## src/hw/rtl/rfc_pkg.sv

```systemverilog
`timescale 1ns / 1ps

package rfc_pkg;

    localparam int HEADER_BYTES = 24;
    localparam int NONCE_BYTES  = 16;
    localparam int FRAME_BYTES  = HEADER_BYTES + NONCE_BYTES;

    localparam logic [7:0] POS_VERSION  = 8'd4;
    localparam logic [7:0] POS_KIND     = 8'd6;
    localparam logic [7:0] POS_LENGTH   = 8'd8;
    localparam logic [7:0] SEQ_OFFSET   = 8'd12;
    localparam logic [7:0] CKSUM_OFFSET = 8'd20;
    localparam logic [7:0] HDR_END      = 8'(HEADER_BYTES);
    localparam logic [7:0] NONCE_END    = 8'(FRAME_BYTES);
    localparam logic [7:0] COUNT_MAX    = 8'hFF;

    localparam logic [31:0] MAGIC_WORD  = 32'h3154_4C42;
    localparam logic [15:0] READY_KIND  = 16'd1;
    localparam logic [31:0] LEN_EXPECT  = 32'(NONCE_BYTES);
    localparam logic [31:0] CRC_INIT    = 32'hFFFF_FFFF;
    localparam logic [31:0] CRC_POLY    = 32'hEDB8_8320;

    localparam logic [1:0] REG_VERSION     = 2'd0;
    localparam logic [1:0] REG_NONCE_LOW   = 2'd1;
    localparam logic [1:0] REG_NONCE_HIGH  = 2'd2;

    typedef logic [2:0] status_t;

    localparam status_t ST_OK       = 3'd0;
    localparam status_t ST_LENGTH   = 3'd1;
    localparam status_t ST_MAGIC    = 3'd2;
    localparam status_t ST_VERSION  = 3'd3;
    localparam status_t ST_KIND     = 3'd4;
    localparam status_t ST_SEQUENCE = 3'd5;
    localparam status_t ST_CHECKSUM = 3'd6;
    localparam status_t ST_NONCE    = 3'd7;

    typedef struct packed {
        logic       go;
        logic       last;
        logic [7:0] data;
    } item_t;

    typedef struct packed {
        logic [15:0]  version;
        logic [127:0] nonce;
    } cfg_t;

endpackage

```

## src/hw/rtl/rfc_crc_step.sv

```systemverilog
`timescale 1ns / 1ps

module rfc_crc_step
(
    input  logic [31:0] crc_in,
    input  logic [7:0]  data,
    output logic [31:0] crc_out
);

    always_comb
    begin
        logic [31:0] c;
        c = crc_in ^ {24'h0, data};
        for (int k = 0; k < 8; k++)
        begin
            c = (c >> 1) ^ (c[0] ? rfc_pkg::CRC_POLY : 32'h0);
        end
        crc_out = c;
    end

endmodule

```

## src/hw/rtl/rfc_frame_track.sv

```systemverilog
`timescale 1ns / 1ps

module rfc_frame_track
(
    input  logic                   clk,
    input  logic                   rst_n,
    input  rfc_pkg::item_t         item,
    input  rfc_pkg::cfg_t          cfg,
    output rfc_pkg::status_t       status
);

    logic [7:0]  byte_count_reg, byte_count_next;
    logic [31:0] crc_reg, crc_next, crc_step;
    logic [31:0] cksum_reg, cksum_next;
    logic [31:0] length_reg, length_next;
    logic [15:0] version_reg, version_next;
    logic [15:0] kind_reg, kind_next;
    logic        magic_bad_reg, magic_bad_next;
    logic        seq_nz_reg, seq_nz_next;
    logic        nonce_diff_reg, nonce_diff_next;
    logic [7:0]  pos;
    logic [7:0]  b;
    logic [3:0]  nidx;
    logic [7:0]  nonce_byte;
    logic [7:0]  magic_byte;
    logic [15:0] half_shift;
    logic [31:0] word_shift;

    assign pos = byte_count_reg;
    assign b   = item.data;

    rfc_crc_step u_crc
    (
        .crc_in  (crc_reg),
        .data    (b),
        .crc_out (crc_step)
    );

    assign nidx       = 4'(pos - rfc_pkg::HDR_END);
    assign nonce_byte = 8'(cfg.nonce >> {nidx, 3'b000});
    assign magic_byte = 8'(rfc_pkg::MAGIC_WORD >> {pos[1:0], 3'b000});
    assign half_shift = pos[0] ? {b, 8'h00} : {8'h00, b};
    assign word_shift = {24'h0, b} << {pos[1:0], 3'b000};

    always_comb
    begin
        byte_count_next = byte_count_reg;
        crc_next        = crc_reg;
        cksum_next      = cksum_reg;
        length_next     = length_reg;
        version_next    = version_reg;
        kind_next       = kind_reg;
        magic_bad_next  = magic_bad_reg;
        seq_nz_next     = seq_nz_reg;
        nonce_diff_next = nonce_diff_reg;

        if (pos < rfc_pkg::POS_VERSION)
        begin
            if (b != magic_byte)
            begin
                magic_bad_next = 1'b1;
            end
        end
        else if (pos < rfc_pkg::POS_KIND)
        begin
            version_next = version_reg | half_shift;
        end
        else if (pos < rfc_pkg::POS_LENGTH)
        begin
            kind_next = kind_reg | half_shift;
        end
        else if (pos < rfc_pkg::SEQ_OFFSET)
        begin
            length_next = length_reg | word_shift;
        end
        else if (pos < rfc_pkg::CKSUM_OFFSET)
        begin
            if (b != 8'h00)
            begin
                seq_nz_next = 1'b1;
            end
        end
        else if (pos < rfc_pkg::HDR_END)
        begin
            cksum_next = cksum_reg | word_shift;
        end
        else if (pos < rfc_pkg::NONCE_END)
        begin
            if (b != nonce_byte)
            begin
                nonce_diff_next = 1'b1;
            end
        end

        if (pos < rfc_pkg::CKSUM_OFFSET || pos >= rfc_pkg::HDR_END)
        begin
            crc_next = crc_step;
        end

        if (byte_count_reg != rfc_pkg::COUNT_MAX)
        begin
            byte_count_next = byte_count_reg + 8'd1;
        end
    end

    always_comb
    begin
        if (byte_count_next != rfc_pkg::NONCE_END || length_next != rfc_pkg::LEN_EXPECT)
        begin
            status = rfc_pkg::ST_LENGTH;
        end
        else if (magic_bad_next)
        begin
            status = rfc_pkg::ST_MAGIC;
        end
        else if (version_next != cfg.version)
        begin
            status = rfc_pkg::ST_VERSION;
        end
        else if (kind_next != rfc_pkg::READY_KIND)
        begin
            status = rfc_pkg::ST_KIND;
        end
        else if (seq_nz_next)
        begin
            status = rfc_pkg::ST_SEQUENCE;
        end
        else if (cksum_next != ~crc_next)
        begin
            status = rfc_pkg::ST_CHECKSUM;
        end
        else if (nonce_diff_next)
        begin
            status = rfc_pkg::ST_NONCE;
        end
        else
        begin
            status = rfc_pkg::ST_OK;
        end
    end

    // The end of a frame returns every frame field to its reset value.
    always_ff @(posedge clk or negedge rst_n)
    begin
        if (!rst_n)
        begin
            byte_count_reg <= 8'h00;
            crc_reg        <= rfc_pkg::CRC_INIT;
            cksum_reg      <= 32'h0;
            length_reg     <= 32'h0;
            version_reg    <= 16'h0;
            kind_reg       <= 16'h0;
            magic_bad_reg  <= 1'b0;
            seq_nz_reg     <= 1'b0;
            nonce_diff_reg <= 1'b0;
        end
        else if (item.go)
        begin
            if (item.last)
            begin
                byte_count_reg <= 8'h00;
                crc_reg        <= rfc_pkg::CRC_INIT;
                cksum_reg      <= 32'h0;
                length_reg     <= 32'h0;
                version_reg    <= 16'h0;
                kind_reg       <= 16'h0;
                magic_bad_reg  <= 1'b0;
                seq_nz_reg     <= 1'b0;
                nonce_diff_reg <= 1'b0;
            end
            else
            begin
                byte_count_reg <= byte_count_next;
                crc_reg        <= crc_next;
                cksum_reg      <= cksum_next;
                length_reg     <= length_next;
                version_reg    <= version_next;
                kind_reg       <= kind_next;
                magic_bad_reg  <= magic_bad_next;
                seq_nz_reg     <= seq_nz_next;
                nonce_diff_reg <= nonce_diff_next;
            end
        end
    end

endmodule

```

## src/hw/rtl/ready_frame_checker_core.sv

```systemverilog
`timescale 1ns / 1ps

// Channel    Direction  Contents
// s_axis     in         tdata[7:0] data_byte, tlast last_byte
// m_axis     out        tdata[2:0] status, tdata[7:3] zero
// cfg        in         cfg_we, cfg_index, cfg_data (no read-back)
//
// One byte is taken every cycle unless the input stage stalls; the CRC byte step and the
// header checks sit between the input register and the frame state.
// A status is registered in the output register as the final byte leaves the input register.
// The input stage stalls only when it holds a final byte behind a stalled status transfer.
// Reset clears the frame state and sets the version register to 1 and the nonce to zero.

module ready_frame_checker_core
(
    input  logic        clk,
    input  logic        rst_n,
    input  logic        s_axis_tvalid,
    output logic        s_axis_tready,
    input  logic [7:0]  s_axis_tdata,   // [7:0] data_byte
    input  logic        s_axis_tlast,
    output logic        m_axis_tvalid,
    input  logic        m_axis_tready,
    output logic [7:0]  m_axis_tdata,   // [2:0] status, [7:3] zero
    input  logic        cfg_we,
    input  logic [1:0]  cfg_index,
    input  logic [63:0] cfg_data
);

    logic             in_valid_reg;
    logic             in_last_reg;
    logic [7:0]       in_data_reg;
    logic             out_valid_reg;
    rfc_pkg::status_t out_status_reg;
    logic [15:0]      version_reg;
    logic [63:0]      nonce_low_reg;
    logic [63:0]      nonce_high_reg;
    logic             proc_go;
    rfc_pkg::item_t   item;
    rfc_pkg::cfg_t    cfg;
    rfc_pkg::status_t status;

    assign proc_go       = in_valid_reg && (!in_last_reg || !out_valid_reg || m_axis_tready);
    assign s_axis_tready = !in_valid_reg || proc_go;

    assign item.go     = proc_go;
    assign item.last   = in_last_reg;
    assign item.data   = in_data_reg;
    assign cfg.version = version_reg;
    assign cfg.nonce   = {nonce_high_reg, nonce_low_reg};

    rfc_frame_track u_track
    (
        .clk    (clk),
        .rst_n  (rst_n),
        .item   (item),
        .cfg    (cfg),
        .status (status)
    );

    always_ff @(posedge clk or negedge rst_n)
    begin
        if (!rst_n)
        begin
            in_valid_reg <= 1'b0;
        end
        else if (s_axis_tready)
        begin
            in_valid_reg <= s_axis_tvalid;
        end
    end

    always_ff @(posedge clk)
    begin
        if (s_axis_tvalid && s_axis_tready)
        begin
            in_data_reg <= s_axis_tdata;
            in_last_reg <= s_axis_tlast;
        end
    end

    always_ff @(posedge clk or negedge rst_n)
    begin
        if (!rst_n)
        begin
            out_valid_reg <= 1'b0;
        end
        else if (proc_go && in_last_reg)
        begin
            out_valid_reg <= 1'b1;
        end
        else if (m_axis_tready)
        begin
            out_valid_reg <= 1'b0;
        end
    end

    always_ff @(posedge clk)
    begin
        if (proc_go && in_last_reg)
        begin
            out_status_reg <= status;
        end
    end

    always_ff @(posedge clk or negedge rst_n)
    begin
        if (!rst_n)
        begin
            version_reg    <= 16'd1;
            nonce_low_reg  <= 64'h0;
            nonce_high_reg <= 64'h0;
        end
        else if (cfg_we)
        begin
            case (cfg_index)
                rfc_pkg::REG_VERSION:    version_reg    <= cfg_data[15:0];
                rfc_pkg::REG_NONCE_LOW:  nonce_low_reg  <= cfg_data;
                rfc_pkg::REG_NONCE_HIGH: nonce_high_reg <= cfg_data;
                default:                 ;
            endcase
        end
    end

    assign m_axis_tvalid = out_valid_reg;
    assign m_axis_tdata  = {5'b00000, out_status_reg};

endmodule

```

## config.mk

```make
export PLATFORM = sky130hd
export DESIGN_NAME = ready_frame_checker_core
export DESIGN_NICKNAME = d
export VERILOG_FILES = /design/src/hw/rtl/rfc_pkg.sv /design/src/hw/rtl/rfc_crc_step.sv /design/src/hw/rtl/rfc_frame_track.sv /design/src/hw/rtl/ready_frame_checker_core.sv
export SDC_FILE = /design/constraint.sdc
export NUM_CORES = 1
export LEC_CHECK = 0
export CORE_ASPECT_RATIO = 2
export CORE_UTILIZATION = 64
export DETAILED_ROUTE_END_ITERATION = 10
export DONT_BUFFER_PORTS = 1
export PLACE_DENSITY_LB_ADDON = 0.08
export SYNTH_ARGS = -nofsm -noshare
export SYNTH_HDL_FRONTEND = slang
export SYNTH_SLANG_ARGS = --single-unit
```

## constraint.sdc

```tcl
create_clock -name clk -period 4.8 [get_ports clk]
set_input_delay 0.24 -clock clk [delete_from_list [all_inputs] [get_ports clk]]
set_output_delay 0.24 -clock clk [all_outputs]
set_load 0.03 [all_outputs]
```

; ---- Word level (Yosys, flattened, before mapping)
; Cells that the tools add are included.
[op_classes]
mux = 59
eq_ne = 10
shift = 3
n_div = 0
addsub = 2
mul = 0
order_cmp = 8
bitwise = 14
reduce_logical = 18
[op_table]
columns = op, count
row1 = 2-to-1 mux 32 bit, 22
row2 = bitwise XOR 31 x 32 -> 32 bit, 8
row3 = 2-to-1 mux 16 bit, 8
row4 = right shift 128 x 7 -> 8 bit, 1
row5 = OR 32 bit, 2
row6 = inequality test 32 bit, 1
row7 = "inequality test 32 x 5 -> 1 bit, second input constant", 1
row8 = inverter 32 bit, 1
row9 = OR 16 bit, 2
row10 = << shifter 8 x 5 -> 32 bit, 1
row11 = bitwise XOR 32 x 8 -> 32 bit, 1
row12 = "right shift 30 x 5 -> 8 bit, first input constant", 1
row13 = 2-to-1 mux 1 bit, 21
row14 = "less-than comparator 8 x 3 -> 1 bit, second input constant", 2
row15 = "less-than comparator 8 x 4 -> 1 bit, second input constant", 2
row16 = "less-than comparator 8 x 5 -> 1 bit, second input constant", 2
row17 = 2-to-1 mux 8 bit, 2
row18 = "inequality test 16 x 1 -> 1 bit, second input constant", 1
row19 = inequality test 16 bit, 1
row20 = inequality test 8 bit, 2
row21 = 2-to-1 mux 3 bit, 4
row22 = "adder 8 x 1 -> 8 bit, second input constant", 1
row23 = ">= comparator 8 x 5 -> 1 bit, second input constant", 1
row24 = "less-than comparator 8 x 6 -> 1 bit, second input constant", 1
row25 = other kinds (14), 25
[word_totals]
n_memories = 0
in_bits = 80
rom_bits = 0
wordCells = 132
latchBits = 0
ff_bits = 297
output_inout_bits = 10
mem_bits_rw = 0

; ---- Depth between registers and ports, before layout
[logic_depth]
depth_word = 25
ltp_mapped = 13
mapped_depth_nobuf = 11

; ---- By module
; A second synthesis with hierarchy kept.
[hier_totals]
cells_unflattened = 1334
area_unflattened_um2 = 16017.9
[by_module_without_submodules]
columns = mod, seq_area_each_um2, n_inst, area_per_inst_um2, cells_per_inst
row1 = rfc_frame_track, 3518.4, 1, 8719.6, 930
row2 = ready_frame_checker_core, 4015.1, 1, 6485.0, 334
row3 = rfc_crc_step, 0.0, 1, 813.3, 70

; ---- Worst setup path after synthesis
; OpenSTA, ideal clock, no wires.
[synth_path]
path_kind = register -> register
from = register u_track.crc_reg[2]
to = register out_status_reg[1], data pin
t_arrival_ns = 3.134
stages_incl_launch_ff = 12
setup_slack_ns = 1.406
path_cell_list = dfstp_2 buf_2 xnor2_2 xnor2_1 xnor3_1 o21ai_0 xor2_1 a2111oi_0 nand4_1 or3_1 o21ai_1 a21boi_1
[synth_between]
elab_chain_cells = 18
[synth_lines]
columns = item, line
row1 = "start, declared", rfc_frame_track.sv:13  ; logic [31:0] crc_reg, crc_next, crc_step;
row2 = "start signal, assigned", rfc_frame_track.sv:148  ; crc_reg <= rfc_pkg::CRC_INIT;
row3 = "start signal, assigned", rfc_frame_track.sv:162  ; crc_reg <= rfc_pkg::CRC_INIT;
row4 = "start signal, assigned", rfc_frame_track.sv:174  ; crc_reg <= crc_next;
row5 = bitwise XOR 32 x 8 -> 32 bit, rfc_crc_step.sv:13  ; c = crc_in ^ {24'h0, data};
row6 = bitwise XOR 31 x 32 -> 32 bit (2 in a row), rfc_crc_step.sv:16  ; c = (c >> 1) ^ (c[0] ? rfc_pkg::CRC_POLY : 32'h0);
row7 = 2-to-1 mux 32 bit, rfc_crc_step.sv:16
row8 = bitwise XOR 31 x 32 -> 32 bit (6 in a row), rfc_crc_step.sv:16
row9 = 2-to-1 mux 32 bit (*), rfc_frame_track.sv:95  ; if (pos < rfc_pkg::CKSUM_OFFSET || pos >= rfc_pkg::HDR_END)
row10 = inverter 32 bit (*), rfc_frame_track.sv:128  ; else if (cksum_next != ~crc_next)
row11 = inequality test 32 bit (*), rfc_frame_track.sv:128
row12 = 2-to-1 mux 3 bit (*), rfc_frame_track.sv:128
row13 = 2-to-1 mux 3 bit (*), rfc_frame_track.sv:124  ; else if (seq_nz_next)
row14 = 2-to-1 mux 3 bit (*), rfc_frame_track.sv:120  ; else if (kind_next != rfc_pkg::READY_KIND)
row15 = 2-to-1 mux 2 bit (*), rfc_frame_track.sv:116  ; else if (version_next != cfg.version)
row16 = 2-to-1 mux 2 bit (*), rfc_frame_track.sv:112  ; else if (magic_bad_next)
row17 = "end signal, assigned", ready_frame_checker_core.sv:102  ; out_status_reg <= status;
row18 = "end, declared", ready_frame_checker_core.sv:34  ; rfc_pkg::status_t out_status_reg;
; Every way passes the cells marked *; elsewhere a longest branch is shown, timed or not.
; A chain may end at the register's enable or synchronous reset.

; ---- Worst setup path in the final report
[layout_path]
from = register u_track.byte_count_reg[7]
to = register out_status_reg[0], data pin
[layout_between]
elab_chain_cells = 14
[layout_lines]
columns = item, line
row1 = "start, declared", rfc_frame_track.sv:12  ; logic [7:0] byte_count_reg, byte_count_next;
row2 = "start signal, assigned", rfc_frame_track.sv:173  ; byte_count_reg <= byte_count_next;
row3 = branches (longest 14 deep; another with less-than comparator 8 x 5 -> 1 bit), n/a
; Several ways; the timed one is not identified.

==> flow_summary.json <==
{
  "outcome": "complete, but fails checks",
  "violations": "hold timing",
  "timing.fmax_ghz": 0.228,
  "cp_slowest_cell": "a2111oi_0",
  "yosys.area_share.simple_pct": 9.29,
  "final_max_slew_viol_count": 0,
  "wl_um": 51400,
  "cts_setup_buffers": 0,
  "synth_compound_area_share_pct": 12.2,
  "skew_ns": 0.00844,
  "root_buffer": "clkbuf_16",
  "cp-start-kind": "register",
  "hold_path_class": "in2async",
  "ys_ff_latch": 297,
  "finalHoldViolations": 271,
  "rows": 79,
  "layout_common_cells": "250 x dfrtp_1, 146 x mux2_2, 131 x nand2_1",
  "fin_util_pct": 73.6,
  "area_growth_pct": 12.4,
  "worst_pin_slew_ns": 1.10,
  "clockBufferDepth": 3,
  "grt_max_degree": 286,
  "dieWidth_um": 111,
  "crit_fanout": 9,
  "cp_data_arrival_time_ns": 4.78,
  "clock-sinks": 297,
  "async_reset_ff_share_pct": 96.0,
  "start_util_pct": 65.5,
  "final-setup-viol-count": 0,
  "syn_area_um2": 15300,
  "synth_edf_count": 12,
  "cts_resized": 0,
  "crit_chain": "nor3_2 > and3_1 > a31o_2 > a2bb2oi_1 > a31oi_1 > a2111oi_0 > nand4_1 > a2111oi_0 > o21ai_1 > a31oi_1",
  "antenna_found_initial": 2,
  "dp_hpwl_um": 34400,
  "p_leak_nw": 7.08,
  "via_per_inst": 6.78,
  "synth_top_family_by_area": "multiplexers",
  "rsz0062_at_grt": "false",
  "core_area_um2": 23400,
  "diodes": 0,
  "cts_hold_buf": 75,
  "fin_crit_ns": 4.38,
  "synthMuxAreaShare_pct": 16.8,
  "drc": 0,
  "postRouteAntennaNets": 0,
  "yosysWarningCount": 0,
  "whs_ns": -0.603,
  "grt_pass1_wl_um": 76600,
  "crit_family": "compound AO/OA/AOI/OAI gates",
  "cts.clk_slew.worst_paths_ns": 0.07,
  "ys_seq_area_share_pct": 49.1,
  "endpoint_kind": "register",
  "synth-main-ff-cell": "dfrtp_1",
  "tns_ns": 0,
  "max_stage_delay_ns": 0.71,
  "nets": 1479,
  "fp.dieH_um": 221,
  "max_cap_violations": 0,
  "grt_pass1_vias": 12100,
  "synth_xor_area_share_pct": 9.24,
  "path_buf_inv": 0,
  "ir_drop_mv": 0.482,
  "synthAdderAreaFrac_pct": 0.326,
  "dieArea_um2": 24600,
  "routedWlPerCell_um": 30.3,
  "io_buffers": 0,
  "final_common_cell": "dfrtp_1",
  "syn-mean-instance-area_um2": 11.4,
  "grt_overflow": 0,
  "finalCritPeriodShare_pct": 91.2,
  "p_total_mw": 10.6,
  "clk_latency_ns": 0.55,
  "nFillCells": 1586,
  "cp.required_ns": 5.20,
  "io_pins": 90,
  "drtPass1Iterations": 5,
  "drive_gt1_share_pct": 22.4,
  "grt_usage_pct": 43.1,
  "ys_types": 75,
  "postSynthCellCount": 1345,
  "numCtsBuffers": 25,
  "slew_headroom_pct": 26.1,
  "powerDensity_nw_per_um2": 613,
  "drt_iter0_drc": 923,
  "place_congestion": 1.04,
  "vias": 11500,
  "cts_tree": "yes",
  "crit_type": "reg2reg",
  "htreeDepth": 1
}
==> kinds of logic after synthesis <==
family,count (synthesis)
flops,297
xor+xnor,130
fa+ha+maj,4
mux,191
other cells,1
simple gates,309
compound gates,300
buf+inv,113
==> layout make-up <==
type | count | area, µm² | area share, %
clock buffers | 38 | 754 | 4.38
clock inverters | 6 | 83.8 | 0.486
well taps | 283 | 354 | 2.05
multi-input cells | 939 | 7370 | 42.7
inverters | 19 | 71.3 | 0.414
flip-flops and latches | 297 | 7540 | 43.7
repair buffers | 113 | 1070 | 6.23
==> path summary, 6_finish.rpt <==
check,start,endpoint,slack [ns],depth (start not counted)
max,u_track.byte_count_reg[7],out_status_reg[0],0.42,10
min,rst_n,u_track.length_reg[13],-0.60,0
max reg2reg,u_track.byte_count_reg[7],out_status_reg[0],0.42,10
min reg2reg,u_track.length_reg[6],u_track.length_reg[6],0.48,2
max in group asynchronous,rst_n,u_track.byte_count_reg[3],4.54,0
min in group clk,m_axis_tready,in_valid_reg,0.17,2
==> report_power, final <==
| part | leakage, nW | switching, mW | internal (mW) |
|---|---|---|---|
| Clock | 0.416 | 0.934 | 1.19 |
| Sequential | 3.66 | 0.489 | 2.99 |
| Combinational | 3.00 | 2.86 | 2.12 |
==> worst reg2reg max path: cells and delay by family (launching register included) <==
kind	cells	cell delay, ns
compound gates	7	2.32
flops	1	0.56
simple gates	3	1.34
==> synth_stat cells, types with 6 or more instances <==
| master | number | area (µm²) |
|---|---|---|
| mux2_2 | 146 | 1640 |
| nand4_1 | 15 | 93.8 |
| buf_1 | 8 | 30.0 |
| xnor2_1 | 64 | 561 |
| inv_1 | 17 | 63.8 |
| nand2_1 | 132 | 495 |
| nor4_1 | 14 | 87.6 |
| a32oi_1 | 8 | 70.1 |
| edfxtp_1 | 12 | 360 |
| a31oi_1 | 26 | 163 |
| o22ai_1 | 6 | 37.5 |
| clkbuf_1 | 71 | 267 |
| xor2_1 | 44 | 385 |
| o21ai_0 | 104 | 521 |
| dfrtp_1 | 252 | 6310 |
| mux4_2 | 39 | 878 |
| buf_2 | 10 | 50.1 |
| nor2b_1 | 17 | 106 |
| nand2b_1 | 6 | 37.5 |
| nor2_1 | 71 | 267 |
| mux2i_1 | 6 | 60.1 |
| o22a_1 | 16 | 140 |
| a21oi_1 | 73 | 365 |
| nand3_1 | 16 | 80.1 |
| nor3_1 | 6 | 30.0 |
| xnor3_1 | 11 | 248 |
| o211ai_1 | 7 | 52.6 |
| dfstp_2 | 33 | 867 |
==> metrics by stage <==
stage	std cells	instance area, µm²	setup slack [ns]	hold slack (ns)
6_report	1695	17200	0.420	-0.603
5_1_grt	1695	17200	0.245	-0.601
2_1_floorplan	1349	15400	1.41	-0.0556
3_3_place_gp	1576	15700	0.759	-0.0407
4_1_cts	1695	17200	0.693	-0.615
3_5_place_dp	1576	15700	0.730	-0.0386
==> routing by layer <==
metal	share of wire [%]	vias up	global-route usage (%)
li1	-	4939	-
met1	31	5751	42.0
met2	50	536	72.0
met3	8.3	267	13.8
met4	11	4	39.2
met5	0.053	-	0
Note: power is estimated with default switching activity, not from simulation.
